<file path="src/cavg_pkg.sv">
// Shared types, constants and helper functions for the circle arc vertex generator.
package cavg_pkg;

    localparam int FRAC_BITS = 16;
    localparam int MAX_DEPTH = 8;
    localparam int COORD_W   = 18;
    localparam int IDX_W     = 12;
    localparam int LEAF_W    = 7;

    // Register indexes on the configuration port.
    localparam logic REG_RADIUS  = 1'b0;
    localparam logic REG_OPTIONS = 1'b1;

    // Per-level midpoint divisors.
    localparam logic [16:0] LEVEL_DIV [MAX_DEPTH] = '{
        17'h16a09, 17'h1d906, 17'h1f629, 17'h1fd88,
        17'h1ff62, 17'h1ffd8, 17'h1fff6, 17'h1fffd
    };

    // Reciprocals floor(2^34 / divisor), all below 2^18.
    localparam logic [63:0] RECIP_ONE = 64'd1 << 34;
    localparam logic [17:0] LEVEL_RECIP [MAX_DEPTH] = '{
        18'(RECIP_ONE / 64'h16a09), 18'(RECIP_ONE / 64'h1d906),
        18'(RECIP_ONE / 64'h1f629), 18'(RECIP_ONE / 64'h1fd88),
        18'(RECIP_ONE / 64'h1ff62), 18'(RECIP_ONE / 64'h1ffd8),
        18'(RECIP_ONE / 64'h1fff6), 18'(RECIP_ONE / 64'h1fffd)
    };

    // Configuration as seen by the datapath.
    typedef struct packed {
        logic [31:0] radius;
        logic        dup;
        logic        ends;
        logic        noscale;
        logic [3:0]  depth;
    } cfg_t;

    // One vertex request travelling down the subdivision pipeline.
    typedef struct packed {
        logic signed [COORD_W-1:0] x1;
        logic signed [COORD_W-1:0] y1;
        logic signed [COORD_W-1:0] x2;
        logic signed [COORD_W-1:0] y2;
        logic [LEAF_W-1:0]         leaf;
        logic                      take_mid;
        logic                      bypass;
        logic                      is_final;
        logic                      past_end;
    } item_t;

    // Quarter corners (1,0),(0,1),(-1,0),(0,-1),(1,0).
    function automatic logic signed [COORD_W-1:0] corner_x(input logic [2:0] k);
        logic signed [COORD_W-1:0] v;
        case (k)
            3'd0, 3'd4: v = 18'sd65536;
            3'd2:       v = -18'sd65536;
            default:    v = '0;
        endcase
        return v;
    endfunction

    function automatic logic signed [COORD_W-1:0] corner_y(input logic [2:0] k);
        logic signed [COORD_W-1:0] v;
        case (k)
            3'd1:    v = 18'sd65536;
            3'd3:    v = -18'sd65536;
            default: v = '0;
        endcase
        return v;
    endfunction

endpackage

</file>
<file path="src/cavg_cfg.sv">
// APB configuration registers and the subdivision depth derived from the radius.
module cavg_cfg (
    input  logic               clk,
    input  logic               rst_n,
    input  logic               psel,
    input  logic               penable,
    input  logic               pwrite,
    input  logic [2:0]         paddr,
    input  logic [31:0]        pwdata,
    output logic [31:0]        prdata,
    output logic               pready,
    output cavg_pkg::cfg_t     cfg
);

    logic [31:0] radius_reg;
    logic [2:0]  options_reg;
    logic        wr_en;
    logic [4:0]  lg;
    logic [15:0] ir;

    assign pready = 1'b1;
    assign wr_en  = psel && penable && pwrite;

    // Register writes take effect in the access phase.
    always_ff @(posedge clk or negedge rst_n)
    begin
        if (!rst_n)
        begin
            radius_reg  <= 32'h0001_0000;
            options_reg <= '0;
        end
        else if (wr_en)
        begin
            unique case (paddr[2])
                cavg_pkg::REG_RADIUS:  radius_reg  <= pwdata;
                cavg_pkg::REG_OPTIONS: options_reg <= pwdata[2:0];
                default: ;
            endcase
        end
    end

    // Read back.
    always_comb
    begin
        unique case (paddr[2])
            cavg_pkg::REG_RADIUS:  prdata = radius_reg;
            cavg_pkg::REG_OPTIONS: prdata = {29'd0, options_reg};
            default:               prdata = '0;
        endcase
    end

    // Depth is floor(log2 of the integer radius) minus one, clamped to 1..8.
    assign ir = radius_reg[31:16];
    always_comb
    begin
        lg = '0;
        for (int i = 0; i < 16; i++)
        begin
            if (ir[i])
            begin
                lg = 5'(i);
            end
        end
    end

    always_comb
    begin
        cfg.radius  = radius_reg;
        cfg.dup     = options_reg[0];
        cfg.ends    = options_reg[1];
        cfg.noscale = options_reg[2];
        if (lg <= 5'd2)
        begin
            cfg.depth = 4'd1;
        end
        else if (lg >= 5'd9)
        begin
            cfg.depth = 4'd8;
        end
        else
        begin
            cfg.depth = 4'(lg - 5'd1);
        end
    end

endmodule

</file>
<file path="config.mk">
export PLATFORM = sky130hd
export DESIGN_NAME = cavg_cfg
export DESIGN_NICKNAME = d
export VERILOG_FILES = /design/src/cavg_pkg.sv /design/src/cavg_cfg.sv
export SDC_FILE = /design/constraint.sdc
export NUM_CORES = 1
export LEC_CHECK = 0
export ABC_AREA = 1
export ABC_CLOCK_PERIOD_IN_PS = 1620
export BUFFER_PORTS_ARGS = -buffer_cell sky130_fd_sc_hd__buf_4
export CORE_MARGIN = 4
export CORE_UTILIZATION = 38
export DETAILED_ROUTE_END_ITERATION = 10
export PLACE_DENSITY_LB_ADDON = 0.12
export SLEW_MARGIN = 5
export SYNTH_ARGS = -nofsm -noshare
export SYNTH_HDL_FRONTEND = slang
export SYNTH_SLANG_ARGS = --single-unit
export TNS_END_PERCENT = 30
</file>
<file path="constraint.sdc">
create_clock -name clk -period 1.62 [get_ports clk]
set_input_delay 0.162 -clock clk [delete_from_list [all_inputs] [get_ports clk]]
set_output_delay 0.162 -clock clk [all_outputs]
set_load 0.1 [all_outputs]
</file>
==> summary.md <==
| Metric | Value |
|---|---|
| Status | complete, but fails checks |
| Failing checks | negative setup slack |
| Synth area leader | dfrtp_1 |
| First-pass GRT wire length | 8890 um |
| Post-synthesis simple-gate area fraction | 0.244 |
| IO Port Bufs | 108 |
| Post-DP HPWL | 3940 um |
| RD Place Congestion | 0.775 |
| Initial antenna violation count | 0 |
| Power Total | 5.06 mW |
| Main combinational cell family by area after synthesis | simple AND/OR/NAND/NOR gates |
| Vias | 1,987 |
| Min-delay src | pwdata[22] |
| Fin Hold WS | 0.119 ns |
| DRT Pass-1 Iters | 4 |
| Yosys reg bits | 35 |
| Pleak | 1.68 nW |
| Fin. Hold Viols | 0 |
| CP required | 1.46 ns |
| Reg power frac | 0.232 |
| I/O Pins | 112 |
| Pin count of the biggest net entering global routing | 49 |
| Worst Slack Setup Final | -0.937 ns |
| Hold depth | 3 |
| Total core area | 4440 um^2 |
| Total track usage | 0.185 |
| Sequential cell area | 903 um^2 |
| Synthesis warning total | 0 |
| Int Pwr | 2.14 mW |
| Most common cell in the synthesized netlist | nor2_1 |
| Number of antenna-violating nets in the routed design | 0 |
| Crit Path Class | reg -> out |
| Setup crit end kind | output pin |
| Routed wire length | 5410 um |
| Clock sinks | 35 |
| Startpoint types | register |
| Root Buffer | clkbuf_8 |
| Die area | 5840 um^2 |
| FF-to-FF setup slack | 0.71 ns |
| Setup tns final | -3.50 ns |
| Max-capacitance violation count | 0 |
| XOR/XNOR share of the synthesized area | 0.00492 |
| Vias in the first global route | 1,982 |
| Die Wd | 76.4 um |
| Worst r2r dst | radius_reg[18] |
| DRC viols | 0 |
| Sequential-to-total area share from yosys stat | 0.493 |
| Mapped Cells | 238 |
| Via density per instance | 4.64 |
| Multi-input logic area | 807 um^2 |
| Layout cells sized above 1 | 0.511 |
| CTS tree | built |
| Post-synthesis cell area | 1780 um^2 |
| GRT overflow | 0 |
| H-tree depth | 2 |
| Slew Limit Fails | 0 |
| Sw power | 2.92 mW |
| Syn nets | 281 |
| Min-delay worst type | in -> reg |
| Hold Crit Endpoint | radius_reg[22] |
| Sw Ratio | 0.577 |
| Fill cells | 378 |
| Adder-cell share of the synthesized area | 0.0211 |
| CTS max path bufs | 2 |
| Combinational cell fraction of total power | 0.630 |
| Synth Area in Compound Gates | 0.125 |
| Pwr dens | 1610 nW/um^2 |
| Number of diodes | 0 |
| Setup-failing EPs final | 4 |
| Clock Latency Late Sink | 0.28 ns |
| Worst Path Arrival | 2.40 ns |
| Reg-to-reg startpoint | radius_reg[18] |
| R2r worst-path depth | 4 |
| Clk pin slew, worst setup/hold paths | 0.07 ns |
| Top-area cell type share of the netlist area | 0.478 |
| Fin crit share | 1.58 |
| Post-Syn Area per Cell | 7.48 um^2 |
| Clock power share | 0.138 |
| Setup Skew | 0 ns |
| Utilization after layout | 0.708 |
| Asr flop ratio synth | 1.00 |
| Die Y-Extent | 76.4 um |
| Number of flops mapped to enable cells by yosys | 0 |
| Ranking of synthesized cells by area | dfrtp_1 48%, nor2_1 13%, a21oi_1 8.7%, nand2_1 7.2%, inv_1 5.9% |
| Initial Util | 0.400 |
| 1st-iter DRT viols | 48 |
| Number of core rows | 24 |
| Crit path time final | 2.56 ns |
| RSZ-0062 raised after global routing | yes |
| Wire per inst | 12.6 um |
| Multiplexer share of the synthesized area | 0 |
| Post-synth top cells | 62 x nor2_1, 34 x dfrtp_1, 34 x nand2_1 |
| Distinct cells, synth | 27 |
| Max Fclk | 391 MHz |
| Crit-path max FO | 3 |
| Layout area overhead | 76.9% |
| Cts bufs inserted | 5 |
| Nets | 418 |
| Ys flop type | dfrtp_1 |
| Max reg flops | 32 |
| Maximum vdd drop | 0.937 mV |
-- layout by cell type, fill, tap and decap left out --
master         count
nor3_2             1
nand3_1            3
dlygate4sd3_1      1
xor2_2             1
conb_1             1
nand2_2            8
nor2_1            61
o2111ai_2          1
dfstp_2            1
and3_1             1
nand2_1           29
inv_1             27
o211ai_1           1
nor2_4             1
a31oi_2            1
buf_12             5
dfrtp_2            9
buf_4            134
buf_6              1
dfrtp_4            4
a41o_1             1
clkbuf_1           1
clkinv_2           1
dfrtp_1           21
nand4_1            1
nand3b_4           1
a21oi_4            2
clkbuf_8           7
o21ai_0            6
a21oi_1           29
ha_1               1
and2_4             1
inv_2             10
ha_2               1
o21ai_4            1
ha_4               1
-- final cells by class --
class | instances | share of cell area
multi-input cells | 154 | 0.256
inverters | 38 | 0.0457
repair buffers | 141 | 0.358
flip-flops and latches | 35 | 0.287
well taps | 52 | 0.0207
clock buffers | 8 | 0.0318
-- power groups by stage --
stage	Combinational, mW	Clock (mW)	Sequential [mW]
3_3_place_gp	3.14	0	1.19
4_1_cts	3.20	0.717	1.18
3_5_place_dp	3.16	0	1.19
2_1_floorplan	1.19	0	2.39
6_report	3.19	0.699	1.17
5_1_grt	3.31	0.758	1.20
-- worst max-delay path, stage by stage, from the launching register on --
cell and delay [ns]:
dfrtp_4 0.49, inv_2 0.07, nand2_2 0.04, nand2_1 0.05, nand2_1 0.04, nand2_1 0.06, nand2_1 0.04, nand2_1 0.05
nand2_1 0.04, nand2_1 0.05, nand2_1 0.04, nand2_1 0.05, nand2_1 0.05, nand2_1 0.07, nand2_2 0.07, nand2_2 0.07
inv_2 0.05, ha_2 0.17, xor2_2 0.17, nand2_2 0.11, a21oi_4 0.14, buf_12 0.18
-- per-layer routing --
metal / GRT usage / part of all wire
met5: 0 / 0
met1: 0.204 / 0.40
met3: 0.0603 / 0.069
met2: 0.340 / 0.52
met4: 0.0507 / 0.012
-- through the flow --
| stage | worst slack [ns] | std cells | instance area, um^2 |
|---|---|---|---|
| 6_report | -0.937 | 428 | 3150 |
| 5_1_grt | -1.11 | 428 | 3150 |
| 4_1_cts | -0.905 | 428 | 3130 |
| 3_5_place_dp | -0.686 | 417 | 2910 |
| 3_3_place_gp | -0.641 | 417 | 2910 |
| 2_1_floorplan | -0.960 | 238 | 1850 |
-- how the worst max path moves through the flow --
stage	startpoint	end	slack (ns)	cells after the start
finish	radius_reg[18]	cfg[2]	-0.94	21
global route	radius_reg[18]	cfg[2]	-1.11	21
CTS	radius_reg[18]	cfg[2]	-0.90	21
detailed placement	radius_reg[19]	cfg[1]	-0.69	11
global placement	radius_reg[19]	cfg[1]	-0.64	11
floorplan	radius_reg[18]	cfg[1]	-0.96	18
-- cell families after synthesis --
group,count (synthesis)
flops,35
other cells,1
compound gates,42
buf+inv,49
xor+xnor,1
fa+ha+maj,3
simple gates,107
-- what timing repair did --
item | 4_1_cts | 5_1_grt
hold endpoints to repair | 34 | 0
setup endpoints to repair | 4 | 5
pin swaps | 5 | 10
buffers inserted | 2 | 0
gates resized for setup | 21 | 4
hold buffers | 1 | 0
Power figures use the tool's default switching activity.
