## src/cavg_pkg.sv

```systemverilog
// Shared types, constants and helper functions for the circle arc vertex generator.
package cavg_pkg;

    localparam int FRAC_BITS = 16;
    localparam int MAX_DEPTH = 8;
    localparam int COORD_W   = 18;
    localparam int IDX_W     = 12;
    localparam int LEAF_W    = 7;

    // Register indexes on the configuration port.
    localparam logic REG_RADIUS  = 1'b0;
    localparam logic REG_OPTIONS = 1'b1;

    // Per-level midpoint divisors.
    localparam logic [16:0] LEVEL_DIV [MAX_DEPTH] = '{
        17'h16a09, 17'h1d906, 17'h1f629, 17'h1fd88,
        17'h1ff62, 17'h1ffd8, 17'h1fff6, 17'h1fffd
    };

    // Reciprocals floor(2^34 / divisor), all below 2^18.
    localparam logic [63:0] RECIP_ONE = 64'd1 << 34;
    localparam logic [17:0] LEVEL_RECIP [MAX_DEPTH] = '{
        18'(RECIP_ONE / 64'h16a09), 18'(RECIP_ONE / 64'h1d906),
        18'(RECIP_ONE / 64'h1f629), 18'(RECIP_ONE / 64'h1fd88),
        18'(RECIP_ONE / 64'h1ff62), 18'(RECIP_ONE / 64'h1ffd8),
        18'(RECIP_ONE / 64'h1fff6), 18'(RECIP_ONE / 64'h1fffd)
    };

    // Configuration as seen by the datapath.
    typedef struct packed {
        logic [31:0] radius;
        logic        dup;
        logic        ends;
        logic        noscale;
        logic [3:0]  depth;
    } cfg_t;

    // One vertex request travelling down the subdivision pipeline.
    typedef struct packed {
        logic signed [COORD_W-1:0] x1;
        logic signed [COORD_W-1:0] y1;
        logic signed [COORD_W-1:0] x2;
        logic signed [COORD_W-1:0] y2;
        logic [LEAF_W-1:0]         leaf;
        logic                      take_mid;
        logic                      bypass;
        logic                      is_final;
        logic                      past_end;
    } item_t;

    // Quarter corners (1,0),(0,1),(-1,0),(0,-1),(1,0).
    function automatic logic signed [COORD_W-1:0] corner_x(input logic [2:0] k);
        logic signed [COORD_W-1:0] v;
        case (k)
            3'd0, 3'd4: v = 18'sd65536;
            3'd2:       v = -18'sd65536;
            default:    v = '0;
        endcase
        return v;
    endfunction

    function automatic logic signed [COORD_W-1:0] corner_y(input logic [2:0] k);
        logic signed [COORD_W-1:0] v;
        case (k)
            3'd1:    v = 18'sd65536;
            3'd3:    v = -18'sd65536;
            default: v = '0;
        endcase
        return v;
    endfunction

endpackage

```

## src/cavg_level.sv

```systemverilog
// One subdivision level: midpoint by reciprocal multiply with correction, then leaf choice.
module cavg_level (
    input  logic                  clk,
    input  logic                  rst_n,
    input  logic                  adv,
    input  logic [2:0]            level,
    input  logic [3:0]            depth,
    input  logic                  in_valid,
    input  cavg_pkg::item_t       in_item,
    output logic                  out_valid,
    output cavg_pkg::item_t       out_item
);

    logic [17:0] recip;
    logic [16:0] kdiv;

    logic signed [18:0] sum_x, sum_y;
    logic [17:0] abs_x, abs_y;

    // Stage A registers.
    logic            a_valid_reg;
    cavg_pkg::item_t a_item_reg;
    logic [17:0]     a_abs_x_reg, a_abs_y_reg;
    logic            a_sx_reg, a_sy_reg;
    logic [35:0]     a_px_reg, a_py_reg;

    // Stage B registers.
    logic            b_valid_reg;
    cavg_pkg::item_t b_item_reg;
    logic [17:0]     b_abs_x_reg, b_abs_y_reg;
    logic            b_sx_reg, b_sy_reg;
    logic [17:0]     b_qx_reg, b_qy_reg;
    logic [34:0]     b_pkx_reg, b_pky_reg;

    logic [17:0] q0x, q0y;
    logic [34:0] rem_x, rem_y;
    logic [17:0] qx, qy;
    logic signed [17:0] mx, my;
    logic        active, last, pick;
    logic [3:0]  bit_sel;
    cavg_pkg::item_t c_item_next;
    logic            c_valid_reg;
    cavg_pkg::item_t c_item_reg;

    assign recip = cavg_pkg::LEVEL_RECIP[level];
    assign kdiv  = cavg_pkg::LEVEL_DIV[level];

    // Stage A: end-point sums and reciprocal products on the magnitudes.
    assign sum_x = 19'(in_item.x1) + 19'(in_item.x2);
    assign sum_y = 19'(in_item.y1) + 19'(in_item.y2);
    assign abs_x = sum_x[18] ? 18'(-sum_x) : sum_x[17:0];
    assign abs_y = sum_y[18] ? 18'(-sum_y) : sum_y[17:0];

    always_ff @(posedge clk or negedge rst_n)
    begin
        if (!rst_n)
        begin
            a_valid_reg <= 1'b0;
            b_valid_reg <= 1'b0;
            c_valid_reg <= 1'b0;
        end
        else if (adv)
        begin
            a_valid_reg <= in_valid;
            b_valid_reg <= a_valid_reg;
            c_valid_reg <= b_valid_reg;
        end
    end

    always_ff @(posedge clk)
    begin
        if (adv)
        begin
            a_item_reg  <= in_item;
            a_abs_x_reg <= abs_x;
            a_abs_y_reg <= abs_y;
            a_sx_reg    <= sum_x[18];
            a_sy_reg    <= sum_y[18];
            a_px_reg    <= abs_x * recip;
            a_py_reg    <= abs_y * recip;
        end
    end

    // Stage B: estimated quotient, one low at most, and its back product.
    assign q0x = a_px_reg[35:18];
    assign q0y = a_py_reg[35:18];

    always_ff @(posedge clk)
    begin
        if (adv)
        begin
            b_item_reg  <= a_item_reg;
            b_abs_x_reg <= a_abs_x_reg;
            b_abs_y_reg <= a_abs_y_reg;
            b_sx_reg    <= a_sx_reg;
            b_sy_reg    <= a_sy_reg;
            b_qx_reg    <= q0x;
            b_qy_reg    <= q0y;
            b_pkx_reg   <= 35'(q0x * kdiv);
            b_pky_reg   <= 35'(q0y * kdiv);
        end
    end

    // Stage C: correct the quotient, restore the sign, and narrow the arc.
    assign rem_x = {1'b0, b_abs_x_reg, 16'd0} - b_pkx_reg;
    assign rem_y = {1'b0, b_abs_y_reg, 16'd0} - b_pky_reg;
    assign qx    = (rem_x >= 35'(kdiv)) ? b_qx_reg + 18'd1 : b_qx_reg;
    assign qy    = (rem_y >= 35'(kdiv)) ? b_qy_reg + 18'd1 : b_qy_reg;
    assign mx    = b_sx_reg ? -$signed(qx) : $signed(qx);
    assign my    = b_sy_reg ? -$signed(qy) : $signed(qy);

    assign active  = !b_item_reg.bypass && ({1'b0, level} < depth);
    assign last    = {1'b0, level} == depth - 4'd1;
    assign bit_sel = depth - 4'd2 - {1'b0, level};
    assign pick    = b_item_reg.leaf[bit_sel[2:0]];

    always_comb
    begin
        c_item_next = b_item_reg;
        if (active)
        begin
            if (last)
            begin
                if (b_item_reg.take_mid)
                begin
                    c_item_next.x1 = mx;
                    c_item_next.y1 = my;
                end
            end
            else if (pick)
            begin
                c_item_next.x1 = mx;
                c_item_next.y1 = my;
            end
            else
            begin
                c_item_next.x2 = mx;
                c_item_next.y2 = my;
            end
        end
    end

    always_ff @(posedge clk)
    begin
        if (adv)
        begin
            c_item_reg <= c_item_next;
        end
    end

    assign out_valid = c_valid_reg;
    assign out_item  = c_item_reg;

endmodule

```

## config.mk

```make
export PLATFORM = sky130hd
export DESIGN_NAME = cavg_level
export DESIGN_NICKNAME = d
export VERILOG_FILES = /design/src/cavg_pkg.sv /design/src/cavg_level.sv
export SDC_FILE = /design/constraint.sdc
export NUM_CORES = 2
export LEC_CHECK = 0
export ABC_AREA = 1
export BUFFER_PORTS_ARGS = -buffer_cell sky130_fd_sc_hd__buf_2
export CAP_MARGIN = 40
export CORE_AREA = 3 3 403 405
export DETAILED_ROUTE_END_ITERATION = 10
export DIE_AREA = 0 0 406 408
export HOLD_SLACK_MARGIN = 0.06
export SETUP_SLACK_MARGIN = 0.02
export SLEW_MARGIN = 25
export SYNTH_ARGS = -nofsm -noshare
export SYNTH_HDL_FRONTEND = slang
export SYNTH_SLANG_ARGS = --single-unit
```

## constraint.sdc

```tcl
create_clock -name clk -period 7.7 [get_ports clk]
set_clock_uncertainty 0.05 [all_clocks]
set_input_delay 0.77 -clock clk [delete_from_list [all_inputs] [get_ports clk]]
set_output_delay 0.77 -clock clk [all_outputs]
set_load 0.03 [all_outputs]
```

==> results.md <==
* Final Hold Fails at 0
* Worst path top cell family by delay: adder cells
* FILL cells at approximately 15000
* Setup CP Type: input port to register
* Largest net degree at the start of global routing at ~170
* Routed WL per cell at 19.8 um
* Post-route ant nets at 0
* Critical Path RT at 8.09 ns
* Hold endpoint: a_item_reg[11]$_DFFE_PP_
* Die footprint at 0.166 sq mm
* Max Fanout on Critical Path at 4
* GRT Resource Usage Total at 0.247
* Placed instance area at 0.0724 sq mm
* Final nets at ~10000
* Synth unique cells at 65
* MaxCap Viol Count at 0
* Total CTS buffers at 55
* Worst R2R End: b_pky_reg[34]$_DFFE_PP_
* Most frequent CP cell: fa_1
* Critical-path top delay cell: fa_1
* HP Start: in_item[11]
* Post-synth EDFFs at around 470
* CTS sink cnt at 470
* Yosys warning count at 0
* Slew Limit Headroom at 0.237
* Gate Count Post-Synth at 7317
* Multi-input logic area at about 0.044 sq mm
* Syn nets at 8943
* RSZ-0062 raised after global routing: yes
* Worst-Skew Late Latency at 0.68 ns
* Clock Root Buffer: clkbuf_16
* Worst reg2reg startpoint: a_py_reg[24]$_DFFE_PP_
* CP startpoint kind: input port
* Worst hold slack at between 0.2 and 0.25 ns
* Yosys top cell area share at 0.290
* Final setup margin at -0.257 ns
* Iter 0 DRT Violations at 4046
* Crit end category: register
* Die Wd at between 400 and 500 um
* R2R cell count at 28
* Slew Limit Fails at 0
* WP data arrival at roughly 8.3 ns
* Die extent in y at 408 um
* Worst Tran Pin Value at about 1.1 ns
* Detailed-route via count at 51584
* Avg Cell Area, Syn at around 8.7 sq um
* Area Growth Syn to Fin at 20.7%
* Number of buffers inserted by port buffering at roughly 180
* Failing checks: negative setup slack
* Final min period at approximately 8 ns
* Clock transition at path regs at 0.07 ns
* Place WS at -1.25 ns
* Final RePlAce weighted congestion at between 0.9 and 1
* # IOs at between 150 and 200
* Register-to-register setup slack at approximately 0.80 ns
* Core Region at around 0.16 sq mm
* Rows at between 100 and 150
* Remaining DRCs at 0
* HPWL Detailed at ~170000 um
* Crit path buffers/inverters at 10
* Global-route wire length before repair at approximately 310000 um
* WHS Path Cells at 1
* Flops & latches, synth at 470
* Top cells by area, synth: fa_1, edfxtp_1, ha_1
* Fmax at between 100 and 150 MHz
* Initial core utilization at 0.400
* Initial antenna violation count at 9
* Most common cell after layout, fill and taps aside: inv_1
* Status: finished, violations left
* Crit-path max cell delay at around 0.53 ns
* Sequential standard cell area at 0.0141 sq mm
* Final instance area at between 0.07 and 0.08 sq mm
* Mapped cell area at 0.0635 sq mm
* Routed WL at 204000 um
* Max H-tree Level at 2
* Hold WC Path Type: input port to register
* Ys async rst share at 0.00638
* CTS Buffer Depth at 3
* Drt via density at 5.01
* Leading area contributor after synthesis: fa_1
* Share of layout cells above drive strength 1 at 0.195
* Number of global-route vias before repair at 53394
* Setup-failing EPs final at 18
* Most frequent cells in the layout: inv_1, nand2_1, fa_1, buf_4, nor2_1
* Final Core Density at 0.482
* Final period util at 1.03
* Clock tree from TritonCTS: built
* Drt pass-1 iters at 6
* Post-synthesis sequential area ratio at 0.222
* GR Overflow Total at 0
* Top_reg_cell synth: edfxtp_1
## worst max path at each step
| stage | endpoint | slack, ns | startpoint | cells after the start |
|---|---|---|---|---|
| floorplan | a_py_reg[32]$_DFFE_PP_ | -0.36 | in_item[11] | 41 |
| global placement | a_py_reg[32]$_DFFE_PP_ | -1.16 | in_item[11] | 43 |
| detailed placement | a_py_reg[35]$_DFFE_PP_ | -1.25 | in_item[11] | 45 |
| CTS | a_py_reg[32]$_DFFE_PP_ | -0.24 | in_item[11] | 43 |
| global route | a_px_reg[33]$_DFFE_PP_ | -0.60 | in_item[29] | 43 |
| finish | a_px_reg[35]$_DFFE_PP_ | -0.26 | in_item[29] | 44 |
## routing by layer
metal	part of all wire	vias up	global-route usage
met4	0.042	2	0.0802
li1	-	24048	-
met1	0.42	25569	0.336
met3	0.064	352	0.0295
met5	0.000015	-	0
met2	0.47	1613	0.408
## logic make-up after synthesis
group,synth area share
fa+ha+maj,0.411
buf+inv,0.117
flops,0.222
xor+xnor,0.0274
compound gates,0.0510
simple gates,0.171
mux,0.00112
## cells in the mapped netlist, types with 12 or more instances
library cell	number
inv_1	1770
nand2_1	1382
fa_1	918
nor2_1	748
ha_1	614
edfxtp_1	467
a21oi_1	249
nand3_1	211
clkbuf_1	124
xor2_1	121
o21ai_0	81
xnor2_1	70
nand4_1	52
nor3_1	46
a221oi_1	40
nand2_2	39
o21ai_1	35
nor2_2	34
inv_2	32
or2_2	23
o21bai_1	20
a21boi_1	19
buf_1	19
nand3b_1	17
a22oi_1	16
o211ai_1	14
clkinv_1	12
## layout make-up
class	instances	share of cell area
timing repair buffer	951	0.0939
antenna	4	0.000131
inverter	1814	0.0895
clock inverter	40	0.00580
tap	2072	0.0339
clock buffer	62	0.0183
multi-input combinational	4878	0.574
sequential	470	0.184
## metrics by stage
step / cells / TNS (ns)
after floorplan: 7317 / -3.44
after global placement: 10116 / -33.05
after detailed placement: 10118 / -38.20
after CTS: 10250 / -2.47
after global routing: 10291 / -11.13
final: 10291 / -2.84
## timing repair
action	in CTS	in global routing
resized for setup	126	310
setup buffers	30	48
pin swaps	106	158
hold buffers	1	0
endpoints found under the hold margin	3	0
endpoints found under the setup margin	34	45
Power is not shown: default switching activity piles up to over one toggle a cycle in this logic, so the estimate is an artifact.
