### src/cavg_pkg.sv
// Shared types, constants and helper functions for the circle arc vertex generator.
package cavg_pkg;

    localparam int FRAC_BITS = 16;
    localparam int MAX_DEPTH = 8;
    localparam int COORD_W   = 18;
    localparam int IDX_W     = 12;
    localparam int LEAF_W    = 7;

    // Register indexes on the configuration port.
    localparam logic REG_RADIUS  = 1'b0;
    localparam logic REG_OPTIONS = 1'b1;

    // Per-level midpoint divisors.
    localparam logic [16:0] LEVEL_DIV [MAX_DEPTH] = '{
        17'h16a09, 17'h1d906, 17'h1f629, 17'h1fd88,
        17'h1ff62, 17'h1ffd8, 17'h1fff6, 17'h1fffd
    };

    // Reciprocals floor(2^34 / divisor), all below 2^18.
    localparam logic [63:0] RECIP_ONE = 64'd1 << 34;
    localparam logic [17:0] LEVEL_RECIP [MAX_DEPTH] = '{
        18'(RECIP_ONE / 64'h16a09), 18'(RECIP_ONE / 64'h1d906),
        18'(RECIP_ONE / 64'h1f629), 18'(RECIP_ONE / 64'h1fd88),
        18'(RECIP_ONE / 64'h1ff62), 18'(RECIP_ONE / 64'h1ffd8),
        18'(RECIP_ONE / 64'h1fff6), 18'(RECIP_ONE / 64'h1fffd)
    };

    // Configuration as seen by the datapath.
    typedef struct packed {
        logic [31:0] radius;
        logic        dup;
        logic        ends;
        logic        noscale;
        logic [3:0]  depth;
    } cfg_t;

    // One vertex request travelling down the subdivision pipeline.
    typedef struct packed {
        logic signed [COORD_W-1:0] x1;
        logic signed [COORD_W-1:0] y1;
        logic signed [COORD_W-1:0] x2;
        logic signed [COORD_W-1:0] y2;
        logic [LEAF_W-1:0]         leaf;
        logic                      take_mid;
        logic                      bypass;
        logic                      is_final;
        logic                      past_end;
    } item_t;

    // Quarter corners (1,0),(0,1),(-1,0),(0,-1),(1,0).
    function automatic logic signed [COORD_W-1:0] corner_x(input logic [2:0] k);
        logic signed [COORD_W-1:0] v;
        case (k)
            3'd0, 3'd4: v = 18'sd65536;
            3'd2:       v = -18'sd65536;
            default:    v = '0;
        endcase
        return v;
    endfunction

    function automatic logic signed [COORD_W-1:0] corner_y(input logic [2:0] k);
        logic signed [COORD_W-1:0] v;
        case (k)
            3'd1:    v = 18'sd65536;
            3'd3:    v = -18'sd65536;
            default: v = '0;
        endcase
        return v;
    endfunction

endpackage

### src/cavg_scale.sv
// Radius scaling and the output register of the result channel.
module cavg_scale (
    input  logic                clk,
    input  logic                rst_n,
    input  logic                adv,
    input  cavg_pkg::cfg_t      cfg,
    input  logic                in_valid,
    input  cavg_pkg::item_t     in_item,
    output logic                out_valid,
    output logic signed [32:0]  x_coord,
    output logic signed [32:0]  y_coord,
    output logic                is_final,
    output logic                past_end
);

    logic               m_valid_reg;
    cavg_pkg::item_t    m_item_reg;
    logic signed [50:0] m_px_reg, m_py_reg;
    logic signed [32:0] radius_s;
    logic signed [32:0] x_next, y_next;
    logic               o_valid_reg;
    logic signed [32:0] x_reg, y_reg;
    logic               final_reg, past_reg;

    assign radius_s = $signed({1'b0, cfg.radius});

    // Product stage.
    always_ff @(posedge clk or negedge rst_n)
    begin
        if (!rst_n)
        begin
            m_valid_reg <= 1'b0;
            o_valid_reg <= 1'b0;
        end
        else if (adv)
        begin
            m_valid_reg <= in_valid;
            o_valid_reg <= m_valid_reg;
        end
    end

    always_ff @(posedge clk)
    begin
        if (adv)
        begin
            m_item_reg <= in_item;
            m_px_reg   <= 51'(in_item.x1) * 51'(radius_s);
            m_py_reg   <= 51'(in_item.y1) * 51'(radius_s);
        end
    end

    // Unless noscale, drop the product's fraction bits, rounding down.
    always_comb
    begin
        if (cfg.noscale)
        begin
            x_next = 33'(m_item_reg.x1);
            y_next = 33'(m_item_reg.y1);
        end
        else
        begin
            x_next = m_px_reg[48:16];
            y_next = m_py_reg[48:16];
        end
    end

    always_ff @(posedge clk)
    begin
        if (adv)
        begin
            x_reg     <= x_next;
            y_reg     <= y_next;
            final_reg <= m_item_reg.is_final;
            past_reg  <= m_item_reg.past_end;
        end
    end

    assign out_valid = o_valid_reg;
    assign x_coord   = x_reg;
    assign y_coord   = y_reg;
    assign is_final  = final_reg;
    assign past_end  = past_reg;

endmodule

### config.mk
export PLATFORM = sky130hd
export DESIGN_NAME = cavg_scale
export DESIGN_NICKNAME = d
export VERILOG_FILES = /design/src/cavg_pkg.sv /design/src/cavg_scale.sv
export SDC_FILE = /design/constraint.sdc
export NUM_CORES = 2
export LEC_CHECK = 0
export ABC_AREA = 1
export ABC_CLOCK_PERIOD_IN_PS = 2100
export BUFFER_PORTS_ARGS = -buffer_cell sky130_fd_sc_hd__buf_2
export CELL_PAD_IN_SITES_DETAIL_PLACEMENT = 1
export CELL_PAD_IN_SITES_GLOBAL_PLACEMENT = 1
export CORE_MARGIN = 3
export CORE_UTILIZATION = 52
export CTS_CLUSTER_DIAMETER = 80
export DETAILED_ROUTE_END_ITERATION = 10
export GPL_TIMING_DRIVEN = 0
export MAX_ROUTING_LAYER = met4
export PLACE_DENSITY_LB_ADDON = 0.15
export SLEW_MARGIN = 0
export SYNTH_ARGS = -nofsm -noshare
export SYNTH_HDL_FRONTEND = slang
export SYNTH_SLANG_ARGS = --single-unit
### constraint.sdc
create_clock -name clk -period 2.1 [get_ports clk]
set_clock_uncertainty 0.15 [all_clocks]
set_input_delay 0.42 -clock clk [delete_from_list [all_inputs] [get_ports clk]]
set_output_delay 0.42 -clock clk [all_outputs]
set_load 0.02 [all_outputs]
==> flow_metrics.tcl, run 1 <==
set metrics [dict create \
    status "did not finish" \
    flow.stopped_at "5_1_grt" \
    error "[ERROR GRT-0232] Routing congestion too high. Check the congestion heatmap in the GUI." \
    async_reset_ff_frac 0.0115 \
    grt_max_degree 128 \
    die_x_um 300 \
    clockBufferDepth 2 \
    synth_area_um2 44800 \
    clock_sinks 174 \
    rows 107 \
    io_buffers 110 \
    cts.htree.levels 4 \
    synth_cell_types 41 \
    chipHeight_um 300 \
    ios 195 \
    start_util 0.526 \
    seq_area_frac_synth 0.116 \
    synth_cells 5586 \
    synth-seq-cells 174 \
    place_area_um2 49500 \
    grt_usage 0.740 \
    synth-main-ff-cell "edfxtp_1" \
    root_buffer "clkbuf_16" \
    grt_overflow_total 198 \
    timing.worst_endpoint.kind "register data pin" \
    synth-edff-count 172 \
    globalplace.congestion 0.999 \
    postGrtWorstEndpoint "m_py_reg[38]$_DFFE_PP_/D" \
    place_hpwl_mm 154 \
    syn_nets 6960 \
    cts_made_buffers 17 \
    synth.yosys.warnings 0 \
    syn_avg_cell_area_um2 8.03 \
]
[repair_timing]
item / in CTS
hold buffers: 3
hold endpoints to repair: 4
cloned: 6
pin swaps: 218
buffers inserted: 206
gates resized for setup: 1024
endpoints found under the setup margin: 66
[cells in the mapped netlist, types with 16 or more instances]
cell      number  area share
o21ai_1       19      0.0021
a21oi_1      121       0.014
nand3_1       67      0.0075
xor2_1        28      0.0055
ha_1         290       0.081
inv_1       1744        0.15
o21ai_0       78      0.0087
edfxtp_1     172        0.12
clkbuf_1     229       0.019
mux2_2        34      0.0085
nor2_1       220       0.018
xnor2_1       16      0.0031
inv_2         29      0.0024
nand4_1       26      0.0036
nand2_1     1447        0.12
fa_1         958        0.43
[layer usage]
metal	GRT overflow	track usage
met1	2	0.706
met4	85	0.758
met5	-	-
met2	110	0.929
met3	1	0.531
[kinds of logic after synthesis]
family / share of synthesized area
AND/OR/NAND/NOR: 0.157
XOR/XNOR: 0.00859
multiplexers: 0.00854
buffers and inverters: 0.169
flip-flops: 0.116
adder cells (fa/ha/maj): 0.509
AO/OA/AOI/OAI: 0.0315
[metrics by stage]
stage / setup slack (ps) / TNS, ps / std cells
CTS: -3450 / -218750 / 7088
detailed placement: -5210 / -319350 / 6841
floorplan: -3290 / -209850 / 5586
global placement: -5160 / -609590 / 6840
==> inputs of run 2 (changes only) <==
--- a/config.mk
+++ b/config.mk
@@ -8,14 +8,10 @@
 export ABC_AREA = 1
 export ABC_CLOCK_PERIOD_IN_PS = 2100
 export BUFFER_PORTS_ARGS = -buffer_cell sky130_fd_sc_hd__buf_2
-export CELL_PAD_IN_SITES_DETAIL_PLACEMENT = 1
-export CELL_PAD_IN_SITES_GLOBAL_PLACEMENT = 1
 export CORE_MARGIN = 3
-export CORE_UTILIZATION = 52
-export CTS_CLUSTER_DIAMETER = 80
+export CORE_UTILIZATION = 37
 export DETAILED_ROUTE_END_ITERATION = 10
 export GPL_TIMING_DRIVEN = 0
-export MAX_ROUTING_LAYER = met4
 export PLACE_DENSITY_LB_ADDON = 0.15
 export SLEW_MARGIN = 0
 export SYNTH_ARGS = -nofsm -noshare
==> flow_metrics.tcl, run 2 <==
set metrics [dict create \
    timing.final.crit_share 2.63 \
    nets 7412 \
    syn_avg_cell_area_um2 8.03 \
    worstSetupPathType "input port to flip-flop" \
    cts_made_buffers 17 \
    first_pass_iters 5 \
    finalMaxSlewViolations 0 \
    yosys-top-cells-area "fa_1 43%, inv_1 15%, nand2_1 12%" \
    rows 127 \
    synth-seq-cells 174 \
    io_buffers 110 \
    die_area_um2 125000 \
    netlist.area_leader.share 0.428 \
    grt_overflow_total 0 \
    grt_antenna_before_repair 9 \
    rsz0062_at_grt "true" \
    place_area_um2 50100 \
    synth.yosys.warnings 0 \
    yosys-top-cells-count "1744 x inv_1, 1447 x nand2_1, 958 x fa_1" \
    viasPerCell 4.93 \
    seq_area_frac_synth 0.116 \
    critPathArrivalTime_ps 5610 \
    synth_cell_types 41 \
    cp-start-kind "input port" \
    clock_sinks 174 \
    clockBufferDepth 2 \
    chipHeight_um 354 \
    final_common_cell "inv_1" \
    yosysMostFrequentCell "inv_1" \
    syn_nets 6960 \
    grt_usage 0.292 \
    drv_cap 0 \
    finalWirelength_mm 182 \
    critPathRequiredTime_ps 2190 \
    synth_area_um2 44800 \
    yosysTopAreaCell "fa_1" \
    max_freq_mhz 181 \
    critPathCaptureType "flip-flop" \
    min_period_ps 5520 \
    antenna_left 0 \
    tightest_slew_ps 805 \
    ios 195 \
    drt-wirelength-per-cell_um 23.7 \
    coreArea_um2 120000 \
    final-seq-area_um2 5220 \
    root_buffer "clkbuf_16" \
    drc_errors 0 \
    cts_tree "built" \
    drtIter0Drc 2774 \
    vias 37800 \
    fin_area_um2 59700 \
    status "complete, but fails checks" \
    die_x_um 354 \
    grt_max_degree 116 \
    grt_pass1_wl_mm 265 \
    clk_pin_slew_ps 80 \
    synth_cells 5586 \
    violations "negative setup slack" \
    clock_latency_ps 470 \
    grt_pass1_vias 40200 \
    drive_above_1_share 0.255 \
    largest_register_ff_count 38 \
    worst_slack_ps -3420 \
    slew_headroom 0.464 \
    n_fill_cell 11500 \
    path_max_fanout 5 \
    hold_viol 0 \
    syn2layout_area_growth_pct 33.1 \
    async_reset_ff_frac 0.0115 \
    start_util 0.373 \
    place_hpwl_mm 143 \
    synth-edff-count 172 \
    fin_hold_ws_ps 29.9 \
    layout_common_cells "1617 x inv_1, 1273 x nand2_1, 866 x fa_1" \
    globalplace.congestion 0.972 \
    setup_viol 66 \
    hp-class "input port to flip-flop" \
    synth-main-ff-cell "edfxtp_1" \
    multi_input_area_um2 36000 \
    cts.htree.levels 4 \
]
==> run 2: cell counts after synthesis <==
Identical to the previous run, type by type.
==> run 2: timing repair <==
action,CTS,global route
hold buffers,7,0
cloned,10,9
pin swaps,295,252
hold endpoints to repair,8,0
resized for setup,1066,321
setup endpoints to repair,66,66
buffers inserted,242,58
==> run 2: layout make-up <==
| cell class | count | area share |
|---|---|---|
| antenna | 9 | 0.000377 |
| clock buffer | 17 | 0.00713 |
| clock inverter | 15 | 0.00283 |
| inverter | 1775 | 0.113 |
| tap | 1612 | 0.0338 |
| buffer | 243 | 0.0829 |
| timing repair buffer | 435 | 0.0704 |
| sequential | 174 | 0.0874 |
| multi-input combinational | 3392 | 0.602 |
==> run 2: worst paths after layout <==
check                                from        endpoint  slack (ps)  cells after the start
max                           in_item[82]    m_px_reg[26]       -3420                     20
min                           in_item[73]  m_item_reg[73]          30                      1
max reg2reg                m_item_reg[64]     y_coord[30]         530                      3
min reg2reg                 m_item_reg[1]        is_final         270                      0
max in group asynchronous           rst_n     m_valid_reg        1590                      2
min in group asynchronous           rst_n       out_valid         120                      2
==> run 2: through the flow <==
stage	cells	util	setup slack, ps	TNS, ps
floorplan	5586	-	-3290	-209850
global placement	7308	0.417	-5100	-636830
detailed placement	7309	0.417	-5090	-315440
CTS	7598	0.483	-3390	-211970
global route	7665	0.497	-3540	-222640
finish	7672	0.497	-3420	-216100
==> run 2: cell families (layout without fill, tap and decap cells) <==
logic type / Yosys count / in the layout / share of synthesized area
muxes: 34 / 34 / 0.00854
AOI/OAI and AO/OA: 261 / 261 / 0.0315
DFF: 174 / 174 / 0.116
adders and majority gates: 1248 / 1248 / 0.509
buffers and inverters: 2020 / 2485 / 0.169
xor gates and xnor gates: 44 / 44 / 0.00859
and+or+nand+nor: 1805 / 1805 / 0.157
other: 0 / 9 / 0
==> run 2: per-layer routing <==
metal / routed length, µm / track usage
met1: 71300 / 0.365
met4: 13100 / 0.171
met5: 0 / 0
met3: 13000 / 0.0487
met2: 84600 / 0.476
==> run 2: critical path: stages <==
cell	delay, ps
buf_6	100
clkbuf_16	150
inv_12	80
clkbuf_16	150
nor2_4	40
fa_1	520
fa_1	440
fa_1	590
fa_2	460
fa_1	530
inv_2	40
fa_2	630
inv_2	70
ha_4	300
a21oi_4	230
o21ai_4	110
a21oi_2	220
nand3_4	160
buf_6	160
xor2_2	160
Power of run 2 is not shown: default switching activity piles up to over one toggle a cycle in this logic, so the estimate is an artifact.
