===== config.mk =====
export PLATFORM = sky130hd
export DESIGN_NAME = cavg_front
export DESIGN_NICKNAME = d
export VERILOG_FILES = /design/src/cavg_pkg.sv /design/src/cavg_front.sv
export SDC_FILE = /design/constraint.sdc
export NUM_CORES = 1
export LEC_CHECK = 0
export BUFFER_PORTS_ARGS = -buffer_cell sky130_fd_sc_hd__buf_2
export CORE_ASPECT_RATIO = 0.6
export CORE_MARGIN = 5
export CORE_UTILIZATION = 35
export CTS_CLUSTER_DIAMETER = 50
export DETAILED_ROUTE_END_ITERATION = 10
export GPL_TIMING_DRIVEN = 0
export PLACE_DENSITY_LB_ADDON = 0.25
export SETUP_SLACK_MARGIN = 0.05
export SYNTH_ARGS = -nofsm -noshare
export SYNTH_HDL_FRONTEND = slang
export SYNTH_SLANG_ARGS = --single-unit

===== constraint.sdc =====
create_clock -name clk -period 7.07 [get_ports clk]
set_input_delay 1.414 -clock clk [delete_from_list [all_inputs] [get_ports clk]]
set_output_delay 1.414 -clock clk [all_outputs]
set_load 0.02 [all_outputs]

===== src/cavg_pkg.sv =====
// Shared types, constants and helper functions for the circle arc vertex generator.
package cavg_pkg;

    localparam int FRAC_BITS = 16;
    localparam int MAX_DEPTH = 8;
    localparam int COORD_W   = 18;
    localparam int IDX_W     = 12;
    localparam int LEAF_W    = 7;

    // Register indexes on the configuration port.
    localparam logic REG_RADIUS  = 1'b0;
    localparam logic REG_OPTIONS = 1'b1;

    // Per-level midpoint divisors.
    localparam logic [16:0] LEVEL_DIV [MAX_DEPTH] = '{
        17'h16a09, 17'h1d906, 17'h1f629, 17'h1fd88,
        17'h1ff62, 17'h1ffd8, 17'h1fff6, 17'h1fffd
    };

    // Reciprocals floor(2^34 / divisor), all below 2^18.
    localparam logic [63:0] RECIP_ONE = 64'd1 << 34;
    localparam logic [17:0] LEVEL_RECIP [MAX_DEPTH] = '{
        18'(RECIP_ONE / 64'h16a09), 18'(RECIP_ONE / 64'h1d906),
        18'(RECIP_ONE / 64'h1f629), 18'(RECIP_ONE / 64'h1fd88),
        18'(RECIP_ONE / 64'h1ff62), 18'(RECIP_ONE / 64'h1ffd8),
        18'(RECIP_ONE / 64'h1fff6), 18'(RECIP_ONE / 64'h1fffd)
    };

    // Configuration as seen by the datapath.
    typedef struct packed {
        logic [31:0] radius;
        logic        dup;
        logic        ends;
        logic        noscale;
        logic [3:0]  depth;
    } cfg_t;

    // One vertex request travelling down the subdivision pipeline.
    typedef struct packed {
        logic signed [COORD_W-1:0] x1;
        logic signed [COORD_W-1:0] y1;
        logic signed [COORD_W-1:0] x2;
        logic signed [COORD_W-1:0] y2;
        logic [LEAF_W-1:0]         leaf;
        logic                      take_mid;
        logic                      bypass;
        logic                      is_final;
        logic                      past_end;
    } item_t;

    // Quarter corners (1,0),(0,1),(-1,0),(0,-1),(1,0).
    function automatic logic signed [COORD_W-1:0] corner_x(input logic [2:0] k);
        logic signed [COORD_W-1:0] v;
        case (k)
            3'd0, 3'd4: v = 18'sd65536;
            3'd2:       v = -18'sd65536;
            default:    v = '0;
        endcase
        return v;
    endfunction

    function automatic logic signed [COORD_W-1:0] corner_y(input logic [2:0] k);
        logic signed [COORD_W-1:0] v;
        case (k)
            3'd1:    v = 18'sd65536;
            3'd3:    v = -18'sd65536;
            default: v = '0;
        endcase
        return v;
    endfunction

endpackage


===== src/cavg_front.sv =====
// Index decode: list length, quarter and leaf selection, and starting end points.
module cavg_front (
    input  logic                          clk,
    input  logic                          rst_n,
    input  logic                          adv,
    input  cavg_pkg::cfg_t                cfg,
    input  logic                          in_valid,
    input  logic [cavg_pkg::IDX_W-1:0]    vertex_index,
    output logic [cavg_pkg::IDX_W-1:0]    total,
    output logic                          out_valid,
    output cavg_pkg::item_t               out_item
);

    logic [8:0]  leafpts;
    logic [8:0]  unit;
    logic [11:0] base_total;
    logic [11:0] b;

    logic        s0_valid_reg;
    logic [11:0] s0_b_reg;
    logic        s0_final_reg;
    logic        s0_past_reg;

    logic [11:0] u1, u2, u3, u4;
    logic [2:0]  q;
    logic [11:0] qoff;
    logic [8:0]  r;
    cavg_pkg::item_t item_next;
    cavg_pkg::item_t item_reg;
    logic            valid_reg;

    // List geometry from the configuration.
    assign leafpts    = 9'd1 << cfg.depth;
    assign unit       = leafpts + {8'd0, cfg.ends};
    assign base_total = {1'b0, unit, 2'b00} + 12'd1;
    assign total      = cfg.dup ? {base_total[10:0], 1'b0} : base_total;
    assign b          = cfg.dup ? {1'b0, vertex_index[11:1]} : vertex_index;

    // First stage: position in the base list and end-of-list flags.
    always_ff @(posedge clk or negedge rst_n)
    begin
        if (!rst_n)
        begin
            s0_valid_reg <= 1'b0;
        end
        else if (adv)
        begin
            s0_valid_reg <= in_valid;
        end
    end

    always_ff @(posedge clk)
    begin
        if (adv)
        begin
            s0_b_reg     <= b;
            s0_final_reg <= vertex_index == total - 12'd1;
            s0_past_reg  <= vertex_index >= total;
        end
    end

    // Second stage: quarter by comparison against multiples of the arc length.
    assign u1 = {3'd0, unit};
    assign u2 = {2'd0, unit, 1'b0};
    assign u3 = u1 + u2;
    assign u4 = {1'b0, unit, 2'b00};

    always_comb
    begin
        if (s0_b_reg >= u4)
        begin
            q = 3'd4; qoff = u4;
        end
        else if (s0_b_reg >= u3)
        begin
            q = 3'd3; qoff = u3;
        end
        else if (s0_b_reg >= u2)
        begin
            q = 3'd2; qoff = u2;
        end
        else if (s0_b_reg >= u1)
        begin
            q = 3'd1; qoff = u1;
        end
        else
        begin
            q = 3'd0; qoff = '0;
        end
        r = 9'(s0_b_reg - qoff);
    end

    always_comb
    begin
        item_next          = '0;
        item_next.is_final = s0_final_reg;
        item_next.past_end = s0_past_reg;
        item_next.leaf     = r[7:1];
        item_next.take_mid = r[0];
        if (s0_past_reg)
        begin
            item_next.bypass = 1'b1;
        end
        else if (q == 3'd4)
        begin
            item_next.bypass = 1'b1;
            item_next.x1     = cavg_pkg::corner_x(3'd4);
            item_next.y1     = cavg_pkg::corner_y(3'd4);
        end
        else if (r >= leafpts)
        begin
            // Quarter end point added after the arc.
            item_next.bypass = 1'b1;
            item_next.x1     = cavg_pkg::corner_x(q + 3'd1);
            item_next.y1     = cavg_pkg::corner_y(q + 3'd1);
        end
        else
        begin
            item_next.x1 = cavg_pkg::corner_x(q);
            item_next.y1 = cavg_pkg::corner_y(q);
            item_next.x2 = cavg_pkg::corner_x(q + 3'd1);
            item_next.y2 = cavg_pkg::corner_y(q + 3'd1);
        end
    end

    always_ff @(posedge clk or negedge rst_n)
    begin
        if (!rst_n)
        begin
            valid_reg <= 1'b0;
        end
        else if (adv)
        begin
            valid_reg <= s0_valid_reg;
        end
    end

    always_ff @(posedge clk)
    begin
        if (adv)
        begin
            item_reg <= item_next;
        end
    end

    assign out_valid = valid_reg;
    assign out_item  = item_reg;

endmodule


==> results.md <==
* Launch point of the worst hold path: s0_final_reg$_DFFE_PP_
* Violated checks: setup timing
* Achievable frequency at 127.5 MHz
* Hold endpoint: out_item[1]$_DFFE_PP_
* Portion of total power attributed to sequential cells at 0.278
* Critical R2R Launch: s0_b_reg[3]$_DFFE_PP_
* Net Sw Power at 355.9 µW
* Number of storage elements in the synthesis netlist at 35
* Leading cell types in the layout, fill and taps excluded: 96 x sky130_fd_sc_hd__buf_4, 64 x sky130_fd_sc_hd__conb_1, 56 x sky130_fd_sc_hd__ha_1
* Number of rows created at floorplan at 32
* Synthesized area at 4501 µm²
* Multi-input gate area at 3178 µm²
* Tmin final at 7.846 ns
* Synth warnings at 0
* Result of the run: finished, violations left
* Die outline area at 15300 µm²
* Vias per inst at 4.798
* Setup repair after global routing missed its margin: yes
* Post-synthesis to final-layout area growth at 32.03%
* Global route overflow at 0
* ANT cells at 0
* Worst Path Required at 7.11 ns
* Fraction of the yosys area taken by sequential cells at 0.2313
* Critical register-to-register path endpoint: out_item[64]$_SDFFCE_PP0P_
* Setup-failing EPs final at 9
* Depth of the worst register-to-register path at 23
* Element type at the critical path end: flop
* Clock insertion delay at the later pin of the skew report at 0.28 ns
* Longest individual stage delay on the worst path at 0.33 ns
* CTS buffer count at 5
* Number of H-tree levels at 2
* Via count of the first global-routing pass at 3789
* Iteration-0 DRC count of the detailed router at 305
* Layout Utilization at 0.4667
* Post-Route WL at 12.89 mm
* Number of I/O pins at 151
* Count of buffer and inverter cells on the critical path at 5
* Final Hold Violating Endpoints at 0
* Relative slew slack at 0.4642
* Count of antenna-violating nets left after detailed routing at 0
* Highest fanout seen on the critical path at 7
* Area occupied by registers at 1041 µm²
* Mapped Avg Cell Area at 8.859 µm²
* Gate count of the mapped netlist at 508
* Critical Path Source: cfg[3]
* Proportion of layout cells with a drive suffix above 1 at 0.3515
* Clock slew at reported path FFs at 0.06 ns
* Worst EP arrival at 7.88 ns
* Internal at 616.6 µW
* Portion of total power attributed to combinational logic at 0.462
* EDFF count, synth at 33
* Max-capacitance violation count at 0
* Initial core utilization at 0.3535
* Height of the chip at 97.84 µm
* Final nets at 777
* Final Wtd Congestion at 0.8798
* Critical path start-end classification: input port to flop
* Final max-slew violation count at 0
* Count of cells along the worst hold path at 0
* Slack of the worst reg-to-reg path at 1.21 ns
* Post-detail-place hpwl at 10.33 mm
* Overall power at 972.5 µW
* Quantity of I/O buffers inserted on ports at 51
* Total of hold buffers inserted after clock tree synthesis at 0
* Number of flip-flops in the largest register at 19
* Actual slew at the worst max-slew pin at 0.8037 ns
* Proportion of total power due to net switching at 0.3660
* Peak ir drop on the vdd network at 115.1 µV
* Detailed-routing iteration count for the pre-antenna-repair pass at 4
* Fill cell total of the finished layout at 1250
* Global-route usage over all layers at 0.1647
* Leakage power total at 0.002781 µW
* Most frequently used flop master after synthesis: sky130_fd_sc_hd__edfxtp_1
* Worst min path class: flop to flop
* Worst clock skew at 0.004640 ns
* WL/cell at 15.53 µm
* Via total after detailed routing at 3982
* Period utilisation layout at 1.110
* Number of clock sinks at 35
* Core Footprint at 12730 µm²
* Clk pwr share at 0.259
* Global-route wire length before repair at 20.38 mm
* Cell with the biggest individual delay on the critical path: sky130_fd_sc_hd__ha_1
* Power density over the cells at 163.7 nW/µm²
* Post-route setup slack at -0.7760 ns
* Dominant cell type by count on the critical path: sky130_fd_sc_hd__a21o_1
* Top cells by area in the synthesized netlist: sky130_fd_sc_hd__edfxtp_1 22%, sky130_fd_sc_hd__ha_1 17%, sky130_fd_sc_hd__buf_4 11%
* Clock tree root driver cell: sky130_fd_sc_hd__clkbuf_16
* Yosys top cell area share at 0.2202
* Detailed-route DRC error count at 0
* DIE WIDTH at 156.4 µm
* Longest Clk Path Bufs at 2
* Cell family with the largest share of critical-path delay: compound AO/OA/AOI/OAI gates
* Cell taking the most area after synthesis: sky130_fd_sc_hd__edfxtp_1
* TritonCTS clock tree: yes
* Most frequent standard cell in the layout excluding fill and tap cells: sky130_fd_sc_hd__buf_4
* Critical Path Start Type: input port
* Asr flop ratio synth at 0.05714
* Count of cell types in the netlist at 65
* Number of antenna violations at the first check in global routing at 0
* Maximum number of pins on one net before global-route repair at 36
-- timing repair --
item	in CTS	in global routing
pin swaps	26	30
endpoints found under the setup margin	12	10
gates resized for setup	25	15
gates cloned	0	0
setup buffers	19	13
-- cell families (layout without fill, tap and decap cells) --
logic type | count (synthesis) | after routing | synth area share
simple gates | 118 | 118 | 0.1507
fa+ha+maj | 63 | 63 | 0.1785
other cells | 1 | 64 | 0.0008332
buf+inv | 131 | 220 | 0.1685
mux | 17 | 17 | 0.04142
xor+xnor | 29 | 29 | 0.05644
flops | 35 | 35 | 0.2313
compound gates | 114 | 114 | 0.1724
-- cells in the mapped netlist, types with 4 or more instances --
library cell	instances
sky130_fd_sc_hd__buf_4	67
sky130_fd_sc_hd__xor2_1	12
sky130_fd_sc_hd__ha_1	61
sky130_fd_sc_hd__edfxtp_1	33
sky130_fd_sc_hd__a21oi_1	34
sky130_fd_sc_hd__nor3_1	5
sky130_fd_sc_hd__a211oi_1	6
sky130_fd_sc_hd__o21ai_0	11
sky130_fd_sc_hd__nand2b_1	16
sky130_fd_sc_hd__buf_2	6
sky130_fd_sc_hd__o211ai_1	8
sky130_fd_sc_hd__clkbuf_1	8
sky130_fd_sc_hd__nor2b_1	8
sky130_fd_sc_hd__a21o_1	14
sky130_fd_sc_hd__nor2_1	23
sky130_fd_sc_hd__nand2_1	22
sky130_fd_sc_hd__nand3_1	13
sky130_fd_sc_hd__mux2i_1	4
sky130_fd_sc_hd__xnor2_1	17
sky130_fd_sc_hd__inv_1	42
sky130_fd_sc_hd__a31oi_1	9
sky130_fd_sc_hd__mux2_2	13
sky130_fd_sc_hd__o221ai_1	4
-- worst max path at each step --
| stage | end | cells after the start | slack, ns |
|---|---|---|---|
| 2_1_floorplan | out_item[2]$_SDFFCE_PP1P_ | 37 | -0.60 |
| 3_3_place_gp | out_item[82]$_SDFFCE_PP0P_ | 35 | -1.70 |
| 3_5_place_dp | out_item[82]$_SDFFCE_PP0P_ | 35 | -1.72 |
| 4_1_cts | out_item[28]$_SDFFCE_PP0P_ | 37 | -0.78 |
| 5_1_grt | out_item[64]$_SDFFCE_PP0P_ | 37 | -1.06 |
| 6_report | out_item[64]$_SDFFCE_PP0P_ | 36 | -0.78 |
-- stage by stage --
step / instances / area, µm² / setup TNS (ns) / hold WS [ns] / setup slack (ns)
after floorplan: 571 / 4891 / -4.906 / 0.4003 / -0.6043
after global placement: 792 / 5359 / -15.89 / 0.4083 / -1.705
after detailed placement: 792 / 5359 / -15.95 / 0.4224 / -1.724
after CTS: 818 / 5772 / -6.743 / 0.4363 / -0.7785
after global routing: 830 / 5942 / -9.206 / 0.4402 / -1.061
final: 830 / 5942 / -6.594 / 0.4306 / -0.7760
-- power by group through the flow --
stage	registers (µW)	logic, µW	clock network [µW]
after global placement	274	365	0
after global routing	273	488	266
after detailed placement	275	375	0
after CTS	270	409	255
after floorplan	285	271	0
final	271	450	252
-- cell type report --
class | instances | share of cell area
flip-flops and latches | 35 | 0.1752
clock inverters | 3 | 0.007370
well taps | 170 | 0.03580
plain buffers | 84 | 0.1095
multi-input cells | 405 | 0.5348
inverters | 46 | 0.02969
clock buffers | 5 | 0.02106
repair buffers | 82 | 0.08654
-- per-layer routing --
| metal | up-vias | wire (µm) | global-route usage |
|---|---|---|---|
| met4 | 0 | 44 | 0.01333 |
| met2 | 129 | 5513 | 0.2388 |
| met3 | 4 | 947 | 0.03720 |
| met5 | - | 0 | 0 |
| li1 | 1988 | - | - |
| met1 | 1861 | 6385 | 0.2572 |
Note: power is estimated with default switching activity, not from simulation.
